### src/eed_pkg.sv
package eed_pkg;

  // longest string held on either side
  localparam int MAX_LEN = 64;
  // counter and cost width, holds 0 .. MAX_LEN
  localparam int LEN_W   = $clog2(MAX_LEN + 1);
  localparam int OUT_W   = 7;
  localparam int CHAR_W  = 8;
  localparam int FUNC_W  = 2;

  localparam logic [LEN_W-1:0] MAX_CNT = LEN_W'(MAX_LEN);

  // item function codes
  localparam logic [FUNC_W-1:0] FN_REF    = 2'd0;
  localparam logic [FUNC_W-1:0] FN_TYPED  = 2'd1;
  localparam logic [FUNC_W-1:0] FN_FINISH = 2'd2;

  // data handed from one cell to the next
  typedef struct packed {
    logic              chr;       // typed character step
    logic              tok;       // finish token
    logic [CHAR_W-1:0] ch;
    logic [LEN_W-1:0]  cost_new;  // updated cost of left column, or distance so far
    logic [LEN_W-1:0]  cost_old;  // cost of left column before the update
  } link_t;

  // reference load control broadcast to all cells
  typedef struct packed {
    logic              wr;
    logic [LEN_W-1:0]  count;
    logic [CHAR_W-1:0] ch;
  } bcast_t;

  // counter to output field width
  function automatic logic [OUT_W-1:0] to_out(input logic [LEN_W-1:0] v);
    return OUT_W'(v);
  endfunction

endpackage

### src/eed_head.sv
module eed_head import eed_pkg::*; (
  input  logic              clk,
  input  logic              rst,
  input  logic              acc,
  input  logic [FUNC_W-1:0] func,
  input  logic [CHAR_W-1:0] char_code,
  input  logic              clear,
  output link_t             link_o,
  output bcast_t            bc,
  output logic [LEN_W-1:0]  ref_count,
  output logic [LEN_W-1:0]  typed_count,
  output logic              error_flag
);

  // reference load is legal only before typing starts and while there is room
  assign bc.wr    = acc && (func == FN_REF) && (typed_count == '0) && (ref_count != MAX_CNT);
  assign bc.count = ref_count;
  assign bc.ch    = char_code;

  // counters, error flag and column zero of the cost row
  always_ff @(posedge clk) begin
    if (rst) begin
      ref_count   <= '0;
      typed_count <= '0;
      error_flag  <= 1'b0;
      link_o      <= '0;
    end else begin
      link_o.chr      <= 1'b0;
      link_o.tok      <= 1'b0;
      link_o.ch       <= char_code;
      link_o.cost_old <= typed_count;
      link_o.cost_new <= typed_count + LEN_W'(1);
      if (clear) begin
        ref_count   <= '0;
        typed_count <= '0;
        error_flag  <= 1'b0;
      end else if (acc) begin
        unique case (func)
          FN_REF: begin
            if (bc.wr) begin
              ref_count <= ref_count + LEN_W'(1);
            end else begin
              error_flag <= 1'b1;
            end
          end
          FN_TYPED: begin
            if (typed_count == MAX_CNT) begin
              error_flag <= 1'b1;
            end else begin
              typed_count <= typed_count + LEN_W'(1);
              link_o.chr  <= 1'b1;
            end
          end
          FN_FINISH: begin
            // token starts with cost_row[0], the distance for an empty reference
            link_o.tok      <= 1'b1;
            link_o.cost_new <= typed_count;
          end
          default: begin
          end
        endcase
      end
    end
  end

endmodule

### config.mk
export PLATFORM = sky130hd
export DESIGN_NAME = eed_head
export DESIGN_NICKNAME = d
export VERILOG_FILES = /design/src/eed_pkg.sv /design/src/eed_head.sv
export SDC_FILE = /design/constraint.sdc
export NUM_CORES = 1
export LEC_CHECK = 0
export BUFFER_PORTS_ARGS = -buffer_cell sky130_fd_sc_hd__buf_2
export CAP_MARGIN = 5
export CORE_MARGIN = 3
export CORE_UTILIZATION = 30
export CTS_CLUSTER_SIZE = 14
export DETAILED_ROUTE_END_ITERATION = 8
export GPL_ROUTABILITY_DRIVEN = 0
export PLACE_DENSITY = 0.57
export SETUP_SLACK_MARGIN = 0.4
export SYNTH_ARGS = -nofsm -noshare
export SYNTH_HDL_FRONTEND = slang
export SYNTH_SLANG_ARGS = --single-unit
### constraint.sdc
create_clock -name clk -period 3.02 [get_ports clk]
set_clock_uncertainty 0.1 [all_clocks]
set_input_delay 0 -clock clk [delete_from_list [all_inputs] [get_ports clk]]
set_output_delay 0 -clock clk [all_outputs]
set_load 0.01 [all_outputs]
==> metrics.md <==
| Metric | Value |
|---|---|
| Leak pwr | 1.00 nW |
| Via Count | 1411 |
| Cell type of the slowest stage on the worst timing path | dlygate4sd3_1 |
| Crit start category | flop |
| Core Region | 0.00524 mm^2 |
| Drt wl/cell | 12.3 um |
| Max stage delay on crit path | 0.57 ns |
| Synthesized flop and latch total | 39 |
| PwrDens | 436 mW/mm^2 |
| Port Buffers | 68 |
| Cells after synthesis | 174 |
| Final worst path period share | 0.788 |
| DP Worst Slack | 0.525 ns |
| Grt ovf | 0 |
| Worst-Margin Slew | 0.643 ns |
| FF-to-FF path depth | 7 |
| HPWL Detailed | 2610 um |
| Worst hold slack | 0.0621 ns |
| Register-to-register setup slack | 0.64 ns |
| RR Endpoint | error_flag |
| Fin. max-slew vios | 0 |
| Area of the multi-input gates | 708 um^2 |
| Crit Path Class | flop to flop |
| Share of layout cells above drive strength 1 | 0.350 |
| Chip width | 80.4 um |
| Max VDD drop | 0.150 mV |
| M2 GR Usage | 0.219 |
| ANT nets after route | 0 |
| Crit Path Max Fanout | 5 |
| Net switching power | 0.229 mW |
| Non-filler cells, final | 313 |
| Largest net degree at the start of global routing | 29 |
| Final #Nets | 260 |
| Final setup fails | 0 |
| I/O Pins | 69 |
| HP Class | input pin to flop |
| Setup_tns | 0 ns |
| First-pass GRT wire length | 6340 um |
| Clock Path Buffers | 2 |
| Gate power share | 0.083 |
| Met1 Track Usage GR | 0.146 |
| Placed Cells | 291 |
| # diodes | 0 |
| MaxCap Viol Count | 0 |
| Initial core utilization | 0.317 |
| Register Area | 781 um^2 |
| Most Used Layer, Global Route | met2 |
| Fin crit period | 2.38 ns |
| Routed wire length | 3850 um |
| Filler cells | 534 |
| Clk pwr share | 0.365 |
| Critical Path End Type | flop |
| Arrival time worst endpoint | 2.46 ns |
| Post-Syn Area | 0.00166 mm^2 |
| Die Area | 0.00647 mm^2 |
| Post-layout util | 0.415 |
| Post-synthesis sequential area ratio | 0.470 |
| Fmax achieved | 0.420 GHz |
| RSZ-0062 raised after global routing | false |
| CTS H-tree depth | 2 |
| Clock tree sinks | 39 |
| Synth unique cells | 34 |
| Clock root buffer master | clkbuf_8 |
| DR DRC count | 0 |
| Initial drt markers | 25 |
| CP required | 3.10 ns |
| CTS tree | done |
| Num CTS Buffers | 5 |
| Vias per cell | 4.51 |
| Max-slew headroom | 0.565 |
| Router iterations before antenna repair | 4 |
| Status | finished clean |
| Sw Share | 0.241 |
| Endpoints failing hold | 0 |
| GR Util met3 | 0.0381 |
| Int Pwr | 0.720 mW |
| Synth-to-layout area growth | 30.9% |
| GRT Total Usage | 0.126 |
| Die height | 80.4 um |
| Beginning of the worst hold path | rst |
| Latest clock arrival within the worst-skew pair | 0.29 ns |
| Initial antenna violation count | 0 |
| Worst reg2reg path startpoint | typed_count[0] |
| Vias in the first global route | 1356 |
| Rows | 26 |
| Syn Nets | 192 |
| CP cell instances | inv_1 -> ha_1 -> or4b_4 -> a211oi_1 -> o21a_1 -> nor3_1 -> dlygate4sd3_1 |
| WHS Path Cells | 2 |
| YS warnings | 0 |
| Clock transition at path regs | 0.08 ns |
| Synthesized area per cell | 9.55 um^2 |
| Final worst setup slack | 0.641 ns |
| Sequential share of power | 0.553 |
| Hold Path End | link_o[13] |
metrics by stage:
step	instance area, um^2	total power, mW
after floorplan	1660	0.581
after global placement	1950	0.602
after detailed placement	1950	0.603
after CTS	2160	0.964
after global routing	2170	0.995
final	2170	0.949
worst max-delay path, delay by kind of cell (launching register included):
kind / cells / cell delay (ns)
AO/OA/AOI/OAI: 2 / 0.39
buffers and inverters: 2 / 0.69
AND/OR/NAND/NOR: 2 / 0.54
flip-flops: 1 / 0.36
adder cells (fa/ha/maj): 1 / 0.19
power by group through the flow:
stage	Combinational [mW]	Sequential [mW]	Clock [mW]
floorplan	0.0399	0.541	0
global placement	0.0661	0.536	0
detailed placement	0.0663	0.537	0
CTS	0.0774	0.525	0.362
global route	0.0873	0.526	0.382
finish	0.0784	0.524	0.346
final cells by class:
type                       count  area share
sequential                    39       0.359
multi-input combinational    106       0.326
timing repair buffer          83       0.222
tap                           70      0.0403
clock buffer                   5      0.0316
inverter                       7      0.0121
clock inverter                 3     0.00921
registers in the layout, indices dropped and copies added (netlist names):
signal and count:
link_o 24, ref_count 7, typed_count 7, error_flag 1
kinds of logic after synthesis:
kind of cell / synth area share
flops: 0.470
simple gates: 0.235
xor+xnor: 0.0422
buf+inv: 0.104
fa+ha+maj: 0.0301
compound gates: 0.0949
mux: 0.0241
how the worst max path moves through the flow:
stage | start | to | cells after the start
after floorplan | typed_count[0] | ref_count[3] | 7
after global placement | typed_count[0] | ref_count[2] | 6
after detailed placement | typed_count[0] | ref_count[2] | 6
after CTS | typed_count[0] | bc[15] | 5
after global routing | typed_count[0] | error_flag | 7
final | typed_count[0] | error_flag | 7
synth_stat cells:
cell        n  area [um^2]
ha_1        4         50.1
nand2_1     7         26.3
or4b_1      1         10.0
buf_6       1         11.3
and3_1      1         6.26
nand3b_1    1         7.51
inv_1       7         26.3
or2_2       1         6.26
nor2b_1    16          100
or3_1       7         43.8
nor2_1     15         56.3
or4b_4      1         13.8
a2111oi_4   1         27.5
o21ai_0     4         20.0
buf_4      15          113
nand4_4     1         21.3
o21a_1      1         7.51
nor4bb_1    1         10.0
o31ai_1     2         15.0
mux2i_1     4         40.0
nor4_1      1         6.26
nand4_1     2         12.5
a211oi_1    2         15.0
a31oi_1     2         12.5
a21o_1      1         7.51
nor4b_1     1         8.76
and2_1      1         6.26
xnor2_1     8         70.1
nand3_1     5         25.0
clkbuf_1    6         22.5
dfxtp_1    39          781
a21oi_1     7         35.0
a31o_2      2         17.5
nor3_1      6         30.0
placed cells by master, fill, tap and decap left out, types with 7 or more instances in the layout:
cell,n
buf_2,68
dfxtp_1,39
nor2b_1,16
nor2_1,15
dlygate4sd3_1,12
xnor2_1,8
inv_1,7
or3_1,7
nand2_1,7
a21oi_1,7
layer usage:
layer,part of all wire,routed length (um)
met1,0.45,1740
met2,0.46,1760
met3,0.079,304
met4,0.012,46
met5,0,0
repair_timing:
item	CTS	global route
resized for setup	0	0
endpoints found under the setup margin	0	3
hold buffers	12	0
hold endpoints to repair	12	0
setup buffers	0	2
No activity file was read; power rests on OpenSTA's default activity.
