`config.mk`:
```
export PLATFORM = sky130hd
export DESIGN_NAME = eed_cell
export DESIGN_NICKNAME = d
export VERILOG_FILES = /design/src/eed_pkg.sv /design/src/eed_cell.sv
export SDC_FILE = /design/constraint.sdc
export NUM_CORES = 1
export LEC_CHECK = 0
export BUFFER_PORTS_ARGS = -buffer_cell sky130_fd_sc_hd__buf_2
export CELL_PAD_IN_SITES_DETAIL_PLACEMENT = 1
export CELL_PAD_IN_SITES_GLOBAL_PLACEMENT = 2
export CORE_ASPECT_RATIO = 1.5
export CORE_MARGIN = 1.5
export CORE_UTILIZATION = 31
export CTS_CLUSTER_DIAMETER = 40
export DETAILED_ROUTE_END_ITERATION = 6
export PLACE_DENSITY_LB_ADDON = 0.1
export SLEW_MARGIN = 30
export SYNTH_ARGS = -nofsm -noshare
export SYNTH_HDL_FRONTEND = slang
export SYNTH_SLANG_ARGS = --single-unit
```
`constraint.sdc`:
```
create_clock -name clk -period 6.5 [get_ports clk]
set_input_delay 0.325 -clock clk [delete_from_list [all_inputs] [get_ports clk]]
set_output_delay 0.325 -clock clk [all_outputs]
set_load 0.005 [all_outputs]
```
`src/eed_pkg.sv`:
```
package eed_pkg;

  // longest string held on either side
  localparam int MAX_LEN = 64;
  // counter and cost width, holds 0 .. MAX_LEN
  localparam int LEN_W   = $clog2(MAX_LEN + 1);
  localparam int OUT_W   = 7;
  localparam int CHAR_W  = 8;
  localparam int FUNC_W  = 2;

  localparam logic [LEN_W-1:0] MAX_CNT = LEN_W'(MAX_LEN);

  // item function codes
  localparam logic [FUNC_W-1:0] FN_REF    = 2'd0;
  localparam logic [FUNC_W-1:0] FN_TYPED  = 2'd1;
  localparam logic [FUNC_W-1:0] FN_FINISH = 2'd2;

  // data handed from one cell to the next
  typedef struct packed {
    logic              chr;       // typed character step
    logic              tok;       // finish token
    logic [CHAR_W-1:0] ch;
    logic [LEN_W-1:0]  cost_new;  // updated cost of left column, or distance so far
    logic [LEN_W-1:0]  cost_old;  // cost of left column before the update
  } link_t;

  // reference load control broadcast to all cells
  typedef struct packed {
    logic              wr;
    logic [LEN_W-1:0]  count;
    logic [CHAR_W-1:0] ch;
  } bcast_t;

  // counter to output field width
  function automatic logic [OUT_W-1:0] to_out(input logic [LEN_W-1:0] v);
    return OUT_W'(v);
  endfunction

endpackage

```
`src/eed_cell.sv`:
```
module eed_cell import eed_pkg::*; (
  input  logic             clk,
  input  logic             rst,
  input  logic [LEN_W-1:0] cell_index,
  input  bcast_t           bc,
  input  link_t            link_i,
  output link_t            link_o
);

  logic [CHAR_W-1:0] ref_ch;
  logic [LEN_W-1:0]  cost;
  logic [LEN_W-1:0]  min_ab;
  logic [LEN_W-1:0]  min_abc;
  logic [LEN_W-1:0]  fresh;
  logic [LEN_W-1:0]  init_cost;
  logic              live;

  // this cell holds reference char cell_index and cost_row[cell_index + 1]
  assign init_cost = cell_index + LEN_W'(1);
  assign live      = cell_index < bc.count;

  // one step of the recurrence
  always_comb begin
    min_ab  = (cost < link_i.cost_new) ? cost : link_i.cost_new;
    min_abc = (min_ab < link_i.cost_old) ? min_ab : link_i.cost_old;
    if (ref_ch == link_i.ch) begin
      fresh = link_i.cost_old;
    end else begin
      fresh = min_abc + LEN_W'(1);
    end
  end

  // reference character store
  always_ff @(posedge clk) begin
    if (bc.wr && (bc.count == cell_index)) begin
      ref_ch <= bc.ch;
    end
  end

  // cost update and hand-off to the next cell
  always_ff @(posedge clk) begin
    if (rst) begin
      cost   <= init_cost;
      link_o <= '0;
    end else begin
      link_o.chr      <= link_i.chr;
      link_o.tok      <= link_i.tok;
      link_o.ch       <= link_i.ch;
      link_o.cost_new <= link_i.cost_new;
      link_o.cost_old <= link_i.cost_old;
      if (link_i.chr) begin
        cost            <= fresh;
        link_o.cost_new <= fresh;
        link_o.cost_old <= cost;
      end else if (link_i.tok) begin
        // finish token picks up the last live column and clears the cell
        cost <= init_cost;
        if (live) begin
          link_o.cost_new <= cost;
        end
      end
    end
  end

endmodule

```
==> results of run 1 <==
final timing paths:
kind	slack (ns)	to
min	0.22	ref_ch[6]
max	1.08	cost[6]
min reg2reg	0.67	link_o[6]
max reg2reg	1.08	cost[6]
cell usage after synthesis, types with 2 or more instances:
master	n
sky130_fd_sc_hd__a221oi_1	2
sky130_fd_sc_hd__a21oi_1	13
sky130_fd_sc_hd__xnor2_1	14
sky130_fd_sc_hd__or3_1	2
sky130_fd_sc_hd__a211oi_1	6
sky130_fd_sc_hd__nor3_1	2
sky130_fd_sc_hd__mux2_2	9
sky130_fd_sc_hd__and3_1	3
sky130_fd_sc_hd__buf_1	2
sky130_fd_sc_hd__o211ai_1	2
sky130_fd_sc_hd__mux2i_1	12
sky130_fd_sc_hd__xor2_1	3
sky130_fd_sc_hd__clkbuf_1	3
sky130_fd_sc_hd__o21ai_1	2
sky130_fd_sc_hd__nand3_1	7
sky130_fd_sc_hd__nand4_1	12
sky130_fd_sc_hd__dfxtp_1	24
sky130_fd_sc_hd__o21a_1	5
sky130_fd_sc_hd__ha_1	21
sky130_fd_sc_hd__nand2b_1	2
sky130_fd_sc_hd__edfxtp_1	15
sky130_fd_sc_hd__nor2b_1	10
sky130_fd_sc_hd__nor2_1	26
sky130_fd_sc_hd__nand2_1	19
sky130_fd_sc_hd__o21ai_0	16
sky130_fd_sc_hd__inv_1	23
metrics by stage:
stage	util	instance area, um2	total power, mW	hold WS, ns	instances
floorplan	-	2570	0.561	0.397	278
global placement	0.377	3040	0.678	0.502	449
detailed placement	0.377	3040	0.683	0.503	449
CTS	0.395	3180	0.930	0.208	457
global route	0.395	3180	0.981	0.206	457
finish	0.395	3180	0.916	0.217	457
cells in the final DEF, fill, tap and decap left out, drive strengths merged, types with 3 or more instances in the layout:
| master | n |
|---|---|
| o21a | 5 |
| xnor2 | 14 |
| clkbuf | 6 |
| or3 | 3 |
| buf | 73 |
| nor2b | 10 |
| ha | 21 |
| nand2b | 3 |
| edfxtp | 15 |
| nand3 | 7 |
| a21oi | 13 |
| mux2i | 12 |
| mux2 | 10 |
| and3 | 3 |
| nor2 | 26 |
| inv | 23 |
| nand4 | 12 |
| a211oi | 7 |
| dfxtp | 24 |
| o21ai | 20 |
| nand2 | 19 |
| xor2 | 3 |
registers in the layout, summed over array words and instances, names as in the netlist:
signal	count
link_o	24
ref_ch	8
cost	7
critical path: stages, from the launching register on:
cell,delay (ns)
sky130_fd_sc_hd__edfxtp_1,0.51
sky130_fd_sc_hd__ha_1,0.38
sky130_fd_sc_hd__a21o_1,0.20
sky130_fd_sc_hd__a31oi_4,0.20
sky130_fd_sc_hd__o21a_1,0.40
sky130_fd_sc_hd__mux2_2,0.40
sky130_fd_sc_hd__ha_1,0.30
sky130_fd_sc_hd__nand2_1,0.05
sky130_fd_sc_hd__o21ai_0,0.42
sky130_fd_sc_hd__nor2_1,0.22
sky130_fd_sc_hd__or2_1,0.36
sky130_fd_sc_hd__mux2_2,0.31
sky130_fd_sc_hd__ha_1,0.29
sky130_fd_sc_hd__and3_1,0.24
sky130_fd_sc_hd__nand3_1,0.10
sky130_fd_sc_hd__or3_1,0.11
sky130_fd_sc_hd__a21oi_1,0.08
sky130_fd_sc_hd__a221oi_1,0.43
sky130_fd_sc_hd__mux2i_1,0.13
cells by family after synthesis:
| family | after synthesis | synth area share |
|---|---|---|
| AOI/OAI and AO/OA | 59 | 0.168 |
| xor gates and xnor gates | 17 | 0.0578 |
| adders and majority gates | 21 | 0.102 |
| buffers and inverters | 30 | 0.0471 |
| DFF | 39 | 0.362 |
| muxes | 22 | 0.0904 |
| and+or+nand+nor | 90 | 0.173 |
metal layers:
layer / GRT usage / routed length (um) / vias up
met1: 0.199 / 3030 / 1083
met5: 0 / 0 / -
met4: 0.0861 / 242 / 0
li1: - / - / 1143
met3: 0.0295 / 285 / 16
met2: 0.363 / 4470 / 63
power by group:
group	leakage [nW]	switching, mW	internal [mW]
Sequential	0.346	0.0224	0.285
Clock	0.0669	0.0967	0.142
Combinational	1.02	0.215	0.156
Total	1.44	0.334	0.582
final cells by class:
type,count,area [um2],area share
Sequential cell,39,931,0.292
Inverter,23,86.3,0.0271
Tap cell,105,131,0.0413
Clock inverter,2,12.5,0.00393
Timing Repair Buffer,73,368,0.116
Multi-Input combinational cell,209,1530,0.479
Clock buffer,6,129,0.0405
==> results.md, run 1 <==
| Parameter | Value |
|---|---|
| Critical path launch point | cost[2] |
| Ratio of total power to cell area | 288 mW/mm2 |
| Number of slew-limit violations in the final report | 0 |
| Total grt overflow | 0 |
| Distinct cells, synth | 49 |
| Initial core utilization | 0.320 |
| Combined global-route utilization of all metal layers | 0.189 |
| Final period utilization | 0.833 |
| Post_cts resized | 0 |
| Arrival time worst endpoint | 5.43 ns |
| Endpoint required time on the critical path | 6.52 ns |
| Reg2Reg Launch Point | cost[2] |
| Setup slack of the critical path after layout | 1.08 ns |
| Synthesized area per cell | 9.26 um2 |
| Fraction of layout instances using a drive strength above 1 | 0.284 |
| Die area | 0.00887 mm2 |
| Num CTS Buffers | 5 |
| Maximum clock path buffer count | 2 |
| Clock latency on the worst-skew pair | 0.29 ns |
| H-tree Lvls | 2 |
| F_max | 0.185 GHz |
| Total number of nets in the final design | 421 |
| Max-cap check violation count | 0 |
| Setup Skew | 0.0102 ns |
| Post-synthesis cell area | 0.00257 mm2 |
| Yosys top cell area share | 0.187 |
| Clock sink count | 39 |
| I/O pin total | 73 |
| Post-CTS setup-driven buffer insertion count | 0 |
| Placement row count | 40 |
| Iteration count of the initial detailed-routing pass | 4 |
| Synth Instances | 278 |
| Number of buffer cells added on primary ports | 72 |
| P&R area growth vs syn | 23.7% |
| Total core area | 0.00806 mm2 |
| Depth of the worst register-to-register path | 18 |
| CTS tree | built |
| Via count | 2305 |
| Detailed placement HPWL | 6510 um |
| Number of buffers inserted for hold repair after clock tree synthesis | 0 |
| Count of antenna diodes in the layout | 0 |
| Height of the die | 115 um |
| Routability-driven placement congestion ratio | 0.890 |
| Leakage power figure | 1.44 nW |
| Warnings, synthesis | 0 |
| Critical path fanouts, max | 12 |
| Fraction of the yosys area taken by sequential cells | 0.362 |
| Endpoint kind of the worst setup timing path | register |
| Leading post-synthesis cells by cell area | sky130_fd_sc_hd__dfxtp_1 19%, sky130_fd_sc_hd__edfxtp_1 17%, sky130_fd_sc_hd__ha_1 10% |
| Status | finished, final reports clean |
| First-pass GRT wire length | 12700 um |
| Antenna violations before repair | 0 |
| Antenna-violating nets left | 0 |
| Average via count per standard cell | 5.04 |
| Number of storage elements in the synthesis netlist | 39 |
| Hold depth | 1 |
| RSZ-0062 raised after global routing | no |
| Register clock-pin slew on the reported worst setup and hold paths | 0.07 ns |
| Relative slew slack | 0.559 |
| Worst Setup Slack post-DPL | 1.13 ns |
| Clock Tree Root | sky130_fd_sc_hd__clkbuf_16 |
| Min Clock Period, post-route | 5.42 ns |
| CP Class | register to register |
| Final-layout setup total negative slack | 0 ns |
| Transition time of the tightest slew-check pin | 0.660 ns |
| Worst-case vdd ir drop | 0.000100 V |
| EDFF count, synth | 15 |
| Critical hold path startpoint | bc[6] |
| Number of remaining DRC errors | 0 |
| Final routed wire length divided by cell count | 17.6 um |
| Setup violations, final | 0 |
| Iteration-0 DRC Markers | 127 |
| Die span in x | 77.4 um |
| Vias in the first global route | 2452 |
| Synth Net Count | 348 |
| Post-synthesis cell type with the largest combined area | sky130_fd_sc_hd__dfxtp_1 |
| Prevailing post-synth register cell | sky130_fd_sc_hd__dfxtp_1 |
| Number of filler instances in the final layout | 972 |
| Async set or reset register ratio after synthesis | 0 |
| WL final | 8020 um |
| Kind of path behind the tightest hold check | input pin to register |
| Largest net degree at the start of global routing | 26 |
| Startpoint class of the critical path | register |
| Count of final hold-check violations | 0 |
(Power assumes the default switching activity.)
==> run 2, diff against run 1 <==
--- a/config.mk
+++ b/config.mk
@@ -5,12 +5,13 @@
 export SDC_FILE = /design/constraint.sdc
 export NUM_CORES = 1
 export LEC_CHECK = 0
+export ABC_AREA = 1
 export BUFFER_PORTS_ARGS = -buffer_cell sky130_fd_sc_hd__buf_2
 export CELL_PAD_IN_SITES_DETAIL_PLACEMENT = 1
 export CELL_PAD_IN_SITES_GLOBAL_PLACEMENT = 2
 export CORE_ASPECT_RATIO = 1.5
 export CORE_MARGIN = 1.5
-export CORE_UTILIZATION = 31
+export CORE_UTILIZATION = 28
 export CTS_CLUSTER_DIAMETER = 40
 export DETAILED_ROUTE_END_ITERATION = 6
 export PLACE_DENSITY_LB_ADDON = 0.1
==> constraint.sdc (replaced) <==
create_clock -name clk -period 5.5 [get_ports clk]
set_input_delay 0.275 -clock clk [delete_from_list [all_inputs] [get_ports clk]]
set_output_delay 0.275 -clock clk [all_outputs]
set_load 0.005 [all_outputs]
==> run 2 against run 1 <==
Clock skew decreased by 0.0064 ns. Flip-flop and latch count stayed put. First-iteration DRC count fell by 27%. Sequential power is 12% higher. Routed wire length shrank 17%. Setup slack better by 0.34 ns. Highest routed layer unchanged. Total power increased by 6.8%. Maximum frequency rose by 33%. Non-clock buffer count increased by 1. Register-to-register slack improved by 0.34 ns. Synthesized cell count grew 15%. Critical endpoint unchanged.
==> results.md, run 2 <==
| Parameter | Value | Delta |
|---|---|---|
| Status | finished, final reports clean |  |
| Count of final hold-check violations | 0 | unchanged |
| Area post-placement | 0.00290 mm2 | -4.6% |
| Post-synthesis cell type with the largest combined area | sky130_fd_sc_hd__dfxtp_1 |  |
| Number of slew-limit violations in the final report | 0 | unchanged |
| Layout Cells excl Fill | 502 | +9.8% |
| P&R area growth vs syn | 25.6% |  |
| Total number of nets in the final design | 464 | +10% |
| CP Class | register to register |  |
| Maximum clock path buffer count | 2 | unchanged |
| Post-CTS setup-driven buffer insertion count | 0 | unchanged |
| Number of flip-flops under the largest register name | 24 | unchanged |
| Worst Setup Slack post-DPL | 1.38 ns | +0.249 ns |
| Commonest non-fill, non-tap cells in the layout | 72 x sky130_fd_sc_hd__nand2_1, 72 x sky130_fd_sc_hd__buf_2, 58 x sky130_fd_sc_hd__inv_1 |  |
| Vias in the first global route | 2365 | -3.5% |
| I/O pin total | 73 | unchanged |
| Clock latency on the worst-skew pair | 0.28 ns | about the same |
| Post-synthesis cell area | 0.00243 mm2 | -5.7% |
| Sequential Power Share | 0.353 | +0.017 |
| F_max | 0.246 GHz | +33% |
| Fraction of the yosys area taken by sequential cells | 0.384 | +0.0220 |
| Reg2Reg Launch Point | cost[6] |  |
| Async set or reset register ratio after synthesis | 0 | unchanged |
| Area of the multi-input gates | 0.00124 mm2 | -19% |
| Delay of the slowest cell on the worst path | 0.54 ns | +0.03 ns |
| Antenna violations before repair | 0 | unchanged |
| Depth of the worst register-to-register path | 20 | +2 |
| Cell with the largest stage delay on the worst path | sky130_fd_sc_hd__a211oi_2 |  |
| Top Registers | link_o x24, ref_ch x8, cost x7 |  |
| Critical path fanouts, max | 13 | +1 |
| Arrival time worst endpoint | 4.11 ns | -1.32 ns |
| Number of storage elements in the synthesis netlist | 39 | unchanged |
| Worst-case vdd ir drop | 0.000122 V | +22% |
| Number of filler instances in the final layout | 1111 | +14% |
| Transition time of the tightest slew-check pin | 0.682 ns | +0.0220 ns |
| Count of antenna diodes in the layout | 0 | unchanged |
| Relative slew slack | 0.545 | -0.0139 |
| Total core area | 0.00841 mm2 | +4.4% |
| Min Clock Period, post-route | 4.07 ns | -1.34 ns |
| Via count | 2264 | -1.8% |
| Setup violations, final | 0 | unchanged |
| Critical hold path startpoint | bc[5] |  |
| Startpoint class of the critical path | register |  |
| Worst r2r dst | cost[6] |  |
| Switching component of the power | 0.347 mW | +3.9% |
| Commonest cells in the synthesized netlist | 72 x sky130_fd_sc_hd__nand2_1, 58 x sky130_fd_sc_hd__inv_1, 25 x sky130_fd_sc_hd__o21ai_0, 24 x sky130_fd_sc_hd__dfxtp_1 |  |
| Die span in x | 79.0 um | +2.1% |
| Setup slack of the critical path after layout | 1.43 ns | +0.345 ns |
| Num CTS Buffers | 5 | unchanged |
| Number of remaining DRC errors | 0 | unchanged |
| Proportion of power drawn by the clock network | 0.292 | +0.032 |
| Endpoint required time on the critical path | 5.54 ns | -0.98 ns |
| Clock sink count | 39 | unchanged |
| Placement row count | 41 | +2.5% |
| Prevailing post-synth register cell | sky130_fd_sc_hd__dfxtp_1 |  |
| Die area | 0.00925 mm2 | +4.2% |
| Worst-case hold slack | 0.163 ns | -0.0542 ns |
| Distinct cells, synth | 31 | -37% |
| Antenna-violating nets left | 0 | unchanged |
| Largest net degree at the start of global routing | 14 | -46% |
| Most repeated library cell on the critical path | sky130_fd_sc_hd__nand2_1 |  |
| Endpoint kind of the worst setup timing path | register |  |
| Clock Tree Root | sky130_fd_sc_hd__clkbuf_16 |  |
| Post_cts resized | 0 | unchanged |
| Average via count per standard cell | 4.51 | -11% |
| Iteration-0 DRC Markers | 93 | -27% |
| Leading cell type by number of instances after synthesis | sky130_fd_sc_hd__nand2_1 |  |
| CTS tree | built |  |
| RSZ-0062 raised after global routing | no |  |
| Internal power | 0.631 mW | +8.5% |
| Setup Skew | 0.00386 ns | -0.00636 ns |
| Leading post-synthesis cells by cell area | sky130_fd_sc_hd__dfxtp_1 20%, sky130_fd_sc_hd__edfxtp_1 19%, sky130_fd_sc_hd__nand2_1 11% |  |
| Kind of path behind the tightest hold check | input pin to register |  |
| Final period utilization | 0.740 | -0.0930 |
| Yosys top cell area share | 0.198 | +0.0113 |
| Combinational share of power | 0.355 | -0.049 |
| Endpoint of the worst hold path | ref_ch[5] |  |
| Final-layout setup total negative slack | 0 ns | unchanged |
| Detailed placement HPWL | 5570 um | -14% |
| Final routed wire length divided by cell count | 13.3 um | -24% |
| Height of the die | 117 um | +2.1% |
| WL final | 6670 um | -17% |
| Fraction of layout instances using a drive strength above 1 | 0.248 | -0.0360 |
| Routability-driven placement congestion ratio | 0.821 | -7.8% |
| Iteration count of the initial detailed-routing pass | 4 | unchanged |
| H-tree Lvls | 2 | unchanged |
| Net Sw Frac | 0.355 | -0.00985 |
| Most flops, register | link_o |  |
| Hold depth | 1 | unchanged |
| EDFF count, synth | 15 | unchanged |
| Number of buffer cells added on primary ports | 72 | unchanged |
| Initial core utilization | 0.289 | -0.0310 |
| Max-cap check violation count | 0 | unchanged |
| Layout Cell Area excl Fill | 0.00305 mm2 | -4.3% |
| First-pass GRT wire length | 11000 um | -13% |
| Synth Net Count | 390 | +12% |
| Leakage power figure | 1.65 nW | +15% |
| Combined global-route utilization of all metal layers | 0.155 | -0.0341 |
| Number of buffers inserted for hold repair after clock tree synthesis | 0 | unchanged |
| Synthesized area per cell | 7.59 um2 | -18% |
| Register clock-pin slew on the reported worst setup and hold paths | 0.06 ns | about the same |
| Register-to-register setup slack | 1.43 ns | +0.34 ns |
| Warnings, synthesis | 0 | unchanged |
| Register cell area after layout | 931 um2 | unchanged |
| Total grt overflow | 0 | unchanged |
| Number of placed cells counting well taps | 494 | +10% |
| Ratio of total power to cell area | 321 mW/mm2 | +12% |
| Synth Instances | 320 | +15% |
| Chain of cells forming the critical path | ha_1, nand2_1, inv_1, a21oi_2, nand2_2, o21ai_0, ha_1, a21oi_1, nor2_1, a211oi_2, nand2_4, nand2_1, nand2_1, ha_1, nand3_1, nor2_1, nand3_1, nand3_1, nand2_1, nand2_1 |  |
==> run 2: metal layers <==
| layer | GRT usage | routed length, um |
|---|---|---|
| met4 | 0.0655 | 167 |
| met3 | 0.0264 | 247 |
| met5 | 0 | 0 |
| met1 | 0.176 | 2840 |
| met2 | 0.284 | 3410 |
==> run 2: area by class of cell <==
| cell class | instances | area share |
|---|---|---|
| Sequential cell | 39 | 0.305 |
| Inverter | 60 | 0.0739 |
| Clock buffer | 6 | 0.0423 |
| Timing Repair Buffer | 74 | 0.123 |
| Tap cell | 107 | 0.0439 |
| Clock inverter | 2 | 0.00411 |
| Multi-Input combinational cell | 214 | 0.407 |
==> run 2: worst max-delay path by stage <==
| stage | from | endpoint | slack (ns) | depth (start not counted) |
|---|---|---|---|---|
| floorplan | cost[6] | cost[6] | 2.02 | 21 |
| global placement | link_i[13] | cost[6] | 1.49 | 22 |
| detailed placement | link_i[13] | cost[6] | 1.38 | 22 |
| CTS | cost[6] | cost[6] | 1.38 | 20 |
| global route | cost[6] | cost[6] | 1.02 | 20 |
| finish | cost[6] | cost[6] | 1.43 | 20 |
==> run 2: critical path: cells and delay by family (launching register included) <==
kind,cells,cell delay [ns]
compound gates,4,1.19
simple gates,12,1.29
flops,1,0.42
buf+inv,1,0.05
fa+ha+maj,3,0.85
==> run 2: cells by family after synthesis <==
logic type	after synthesis	synth area share
flip-flops	39	0.384
AO/OA/AOI/OAI	49	0.118
AND/OR/NAND/NOR	133	0.243
adder cells (fa/ha/maj)	21	0.108
buffers and inverters	67	0.108
XOR/XNOR	11	0.0397
==> run 2: per-stage QoR <==
stage	util	power (mW)
2_1_floorplan	-	0.600
3_3_place_gp	0.345	0.703
5_1_grt	0.362	1.06
3_5_place_dp	0.345	0.705
4_1_cts	0.362	0.997
6_report	0.362	0.979
==> run 2: power groups by stage <==
stage                     combinational [mW]  clock (mW)  sequential [mW]
after floorplan                        0.247           0            0.353
after global placement                 0.352           0            0.351
after detailed placement               0.353           0            0.352
after CTS                              0.356       0.295            0.346
after global routing                   0.406       0.306            0.349
final                                  0.348       0.286            0.345
==> run 3, diff against run 2 <==
--- a/config.mk
+++ b/config.mk
@@ -11,7 +11,7 @@
 export CELL_PAD_IN_SITES_GLOBAL_PLACEMENT = 2
 export CORE_ASPECT_RATIO = 1.5
 export CORE_MARGIN = 1.5
-export CORE_UTILIZATION = 28
+export CORE_UTILIZATION = 26
 export CTS_CLUSTER_DIAMETER = 40
 export DETAILED_ROUTE_END_ITERATION = 6
 export PLACE_DENSITY_LB_ADDON = 0.1
==> constraint.sdc (replaced) <==
create_clock -name clk -period 3.3 [get_ports clk]
set_input_delay 0.165 -clock clk [delete_from_list [all_inputs] [get_ports clk]]
set_output_delay 0.165 -clock clk [all_outputs]
set_load 0.005 [all_outputs]
==> run 3 against run 2 <==
Hold slack lost 0.11 ns. Via count rose by 9.7%. Die area up 7.4%. Non-clock buffer count grew 41. Total power is 120% higher. Global-route usage increased by 1.3 points.
==> results.md, run 3 (synthesized netlist as in run 2, its figures left out) <==
| Parameter | Value | Delta |
|---|---|---|
| Final-layout setup total negative slack | 0 ns | unchanged |
| Endpoint required time on the critical path | 3.35 ns | -2.19 ns |
| Largest net degree at the start of global routing | 15 | +1 |
| F_max | 0.306 GHz | +25% |
| Kind of path behind the tightest hold check | input pin to register |  |
| Number of flip-flops under the largest register name | 24 | unchanged |
| Number of remaining DRC errors | 0 | unchanged |
| P&R area growth vs syn | 57.0% |  |
| Register clock-pin slew on the reported worst setup and hold paths | 0.06 ns | about the same |
| Status | finished, final reports clean |  |
| Top Registers | link_o x24, ref_ch x8, cost x7 |  |
| Count of antenna diodes in the layout | 0 | unchanged |
| WL final | 7800 um | +17% |
| Chain of cells forming the critical path | ha_4, nand2_2, nand2_2, a21oi_4, nand2_4, o21ai_4, ha_4, a21oi_2, nor2_2, a211oi_4, buf_6, nand2_8, nand2_4, nand2_4, buf_6, buf_4, nand2_2, nor2_2, nand2_1, nand3_2, nand2_2, nand2_2 |  |
| Setup slack of the critical path after layout | 0.0324 ns | -1.40 ns |
| First-pass GRT wire length | 12400 um | +13% |
| Total power draw | 2.19 mW | +120% |
| Clock Tree Root | sky130_fd_sc_hd__clkbuf_16 |  |
| Clock sink count | 39 | unchanged |
| Die span in x | 81.9 um | +3.6% |
| Vias in the first global route | 2641 | +12% |
| Startpoint class of the critical path | register |  |
| Die area | 0.00994 mm2 | +7.4% |
| Initial core utilization | 0.265 | -0.0231 |
| Depth of the worst register-to-register path | 22 | +10% |
| Number of buffers inserted for hold repair after clock tree synthesis | 0 | unchanged |
| Setup Skew | 0.00238 ns | -0.00148 ns |
| Iteration count of the initial detailed-routing pass | 4 | unchanged |
| Clock latency on the worst-skew pair | 0.29 ns | about the same |
| Endpoint kind of the worst setup timing path | register |  |
| Critical path fanouts, max | 5 | -8 |
| Reg2Reg Launch Point | cost[6] |  |
| Maximum clock path buffer count | 2 | unchanged |
| Setup crit end | cost[3] |  |
| Critical path launch point | cost[6] |  |
| Average via count per standard cell | 4.52 | +0.28% |
| Cell with the largest stage delay on the worst path | sky130_fd_sc_hd__edfxtp_1 |  |
| Total grt overflow | 0 | unchanged |
| Combined global-route utilization of all metal layers | 0.168 | +0.0133 |
| Worst-case hold slack | 0.0492 ns | -0.113 ns |
| Num CTS Buffers | 5 | unchanged |
| Setup violations, final | 0 | unchanged |
| Iteration-0 DRC Markers | 58 | -38% |
| Final routed wire length divided by cell count | 14.2 um | +6.9% |
| Max-cap check violation count | 0 | unchanged |
| CTS tree | built |  |
| I/O pin total | 73 | unchanged |
| Worst-case vdd ir drop | 0.000301 V | +150% |
| Worst r2r dst | cost[3] |  |
| RSZ-0062 raised after global routing | yes |  |
| Number of slew-limit violations in the final report | 0 | unchanged |
| Most flops, register | link_o |  |
| Ratio of total power to cell area | 574 mW/mm2 | +79% |
| Relative slew slack | 0.569 | +0.0247 |
| Via count | 2483 | +9.7% |
| Antenna-violating nets left | 0 | unchanged |
| Register-to-register setup slack | 0.03 ns | -1.40 ns |
| Count of final hold-check violations | 0 | unchanged |
| Final period utilization | 0.990 | +0.250 |
| Worst Setup Slack post-DPL | -0.263 ns | -1.64 ns |
| Antenna violations before repair | 0 | unchanged |
| Total number of nets in the final design | 506 | +9.1% |
| Leakage power figure | 1.94 nW | +17% |
| Most common cell after layout, fill and taps aside | sky130_fd_sc_hd__buf_2 |  |
| Height of the die | 121 um | +3.7% |
| Arrival time worst endpoint | 3.31 ns | -0.80 ns |
| Routability-driven placement congestion ratio | 0.784 | -4.4% |
| Most repeated library cell on the critical path | sky130_fd_sc_hd__nand2_2 |  |
| Fraction of layout instances using a drive strength above 1 | 0.469 | +0.221 |
| Delay of the slowest cell on the worst path | 0.44 ns | -0.10 ns |
| Share of the core filled with cells in the final layout | 0.417 | +0.0543 |
| Commonest non-fill, non-tap cells in the layout | 72 x sky130_fd_sc_hd__buf_2, 56 x sky130_fd_sc_hd__inv_1, 43 x sky130_fd_sc_hd__nand2_1 |  |
| Number of buffer cells added on primary ports | 72 | unchanged |
| Transition time of the tightest slew-check pin | 0.646 ns | -0.0358 ns |
| H-tree Lvls | 2 | unchanged |
| Placement row count | 43 | +4.9% |
| Min Clock Period, post-route | 3.27 ns | -0.804 ns |
| Detailed placement HPWL | 6170 um | +11% |
| CP Class | register to register |  |
| Total core area | 0.00915 mm2 | +8.7% |
[run 3: changes by cell type in the layout (fill, tap and decap cells not counted), sizes merged]
cell,previous run,this run
clkinvlp,1,2
inv,60,61
clkbuf,6,5
nand2,80,81
buf,74,115
clkinv,1,0
[run 3: worst max-delay path: cells and delay by family, from the launching register on]
| kind | cells | cell delay (ns) |
|---|---|---|
| buffers and inverters | 3 | 0.44 |
| flip-flops | 1 | 0.44 |
| AND/OR/NAND/NOR | 13 | 0.95 |
| AO/OA/AOI/OAI | 4 | 0.69 |
| adder cells (fa/ha/maj) | 2 | 0.50 |
[run 3: layout make-up]
class / instances / area (um2)
clock buffers: 5 / 125
clock inverters: 3 / 23.8
fillers: 1135 / 5340
inverters: 60 / 225
multi-input cells: 215 / 1640
flip-flops and latches: 39 / 931
well taps: 112 / 140
repair buffers: 115 / 728
[run 3: report_power, final]
group	internal (mW)	switching (mW)
registers	0.555	0.0182
logic	0.524	0.596
clock network	0.283	0.212
[run 3: metal layers]
layer | routed length [um] | track usage | part of all wire | vias up
met5 | 0 | 0 | 0 | -
met4 | 143 | 0.0636 | 0.018 | 0
met1 | 2900 | 0.175 | 0.37 | 1163
li1 | - | - | - | 1263
met3 | 226 | 0.0293 | 0.029 | 9
met2 | 4530 | 0.321 | 0.58 | 48
[run 3: metrics by stage]
| step | instance area [um2] | std cells |
|---|---|---|
| after floorplan | 2460 | 320 |
| after global placement | 3160 | 529 |
| after detailed placement | 3170 | 529 |
| after CTS | 3620 | 546 |
| after global routing | 3810 | 549 |
| final | 3810 | 549 |
[run 3: what timing repair did]
item | CTS | global route
cloned | 1 | 0
endpoints found under the hold margin | 0 | 0
setup buffers | 8 | 4
endpoints found under the setup margin | 12 | 14
pin swaps | 33 | 24
gates resized for setup | 61 | 43
[run 3: how the worst min path moves through the flow]
| stage | start | endpoint | slack, ns | cells after the start |
|---|---|---|---|---|
| 4_1_cts | bc[1] | ref_ch[1] | 0.04 | 1 |
| 2_1_floorplan | bc[0] | ref_ch[0] | 0.26 | 0 |
| 6_report | bc[4] | ref_ch[4] | 0.05 | 1 |
| 3_3_place_gp | bc[4] | ref_ch[4] | 0.34 | 1 |
| 3_5_place_dp | bc[5] | ref_ch[5] | 0.34 | 1 |
| 5_1_grt | bc[6] | ref_ch[6] | 0.04 | 1 |
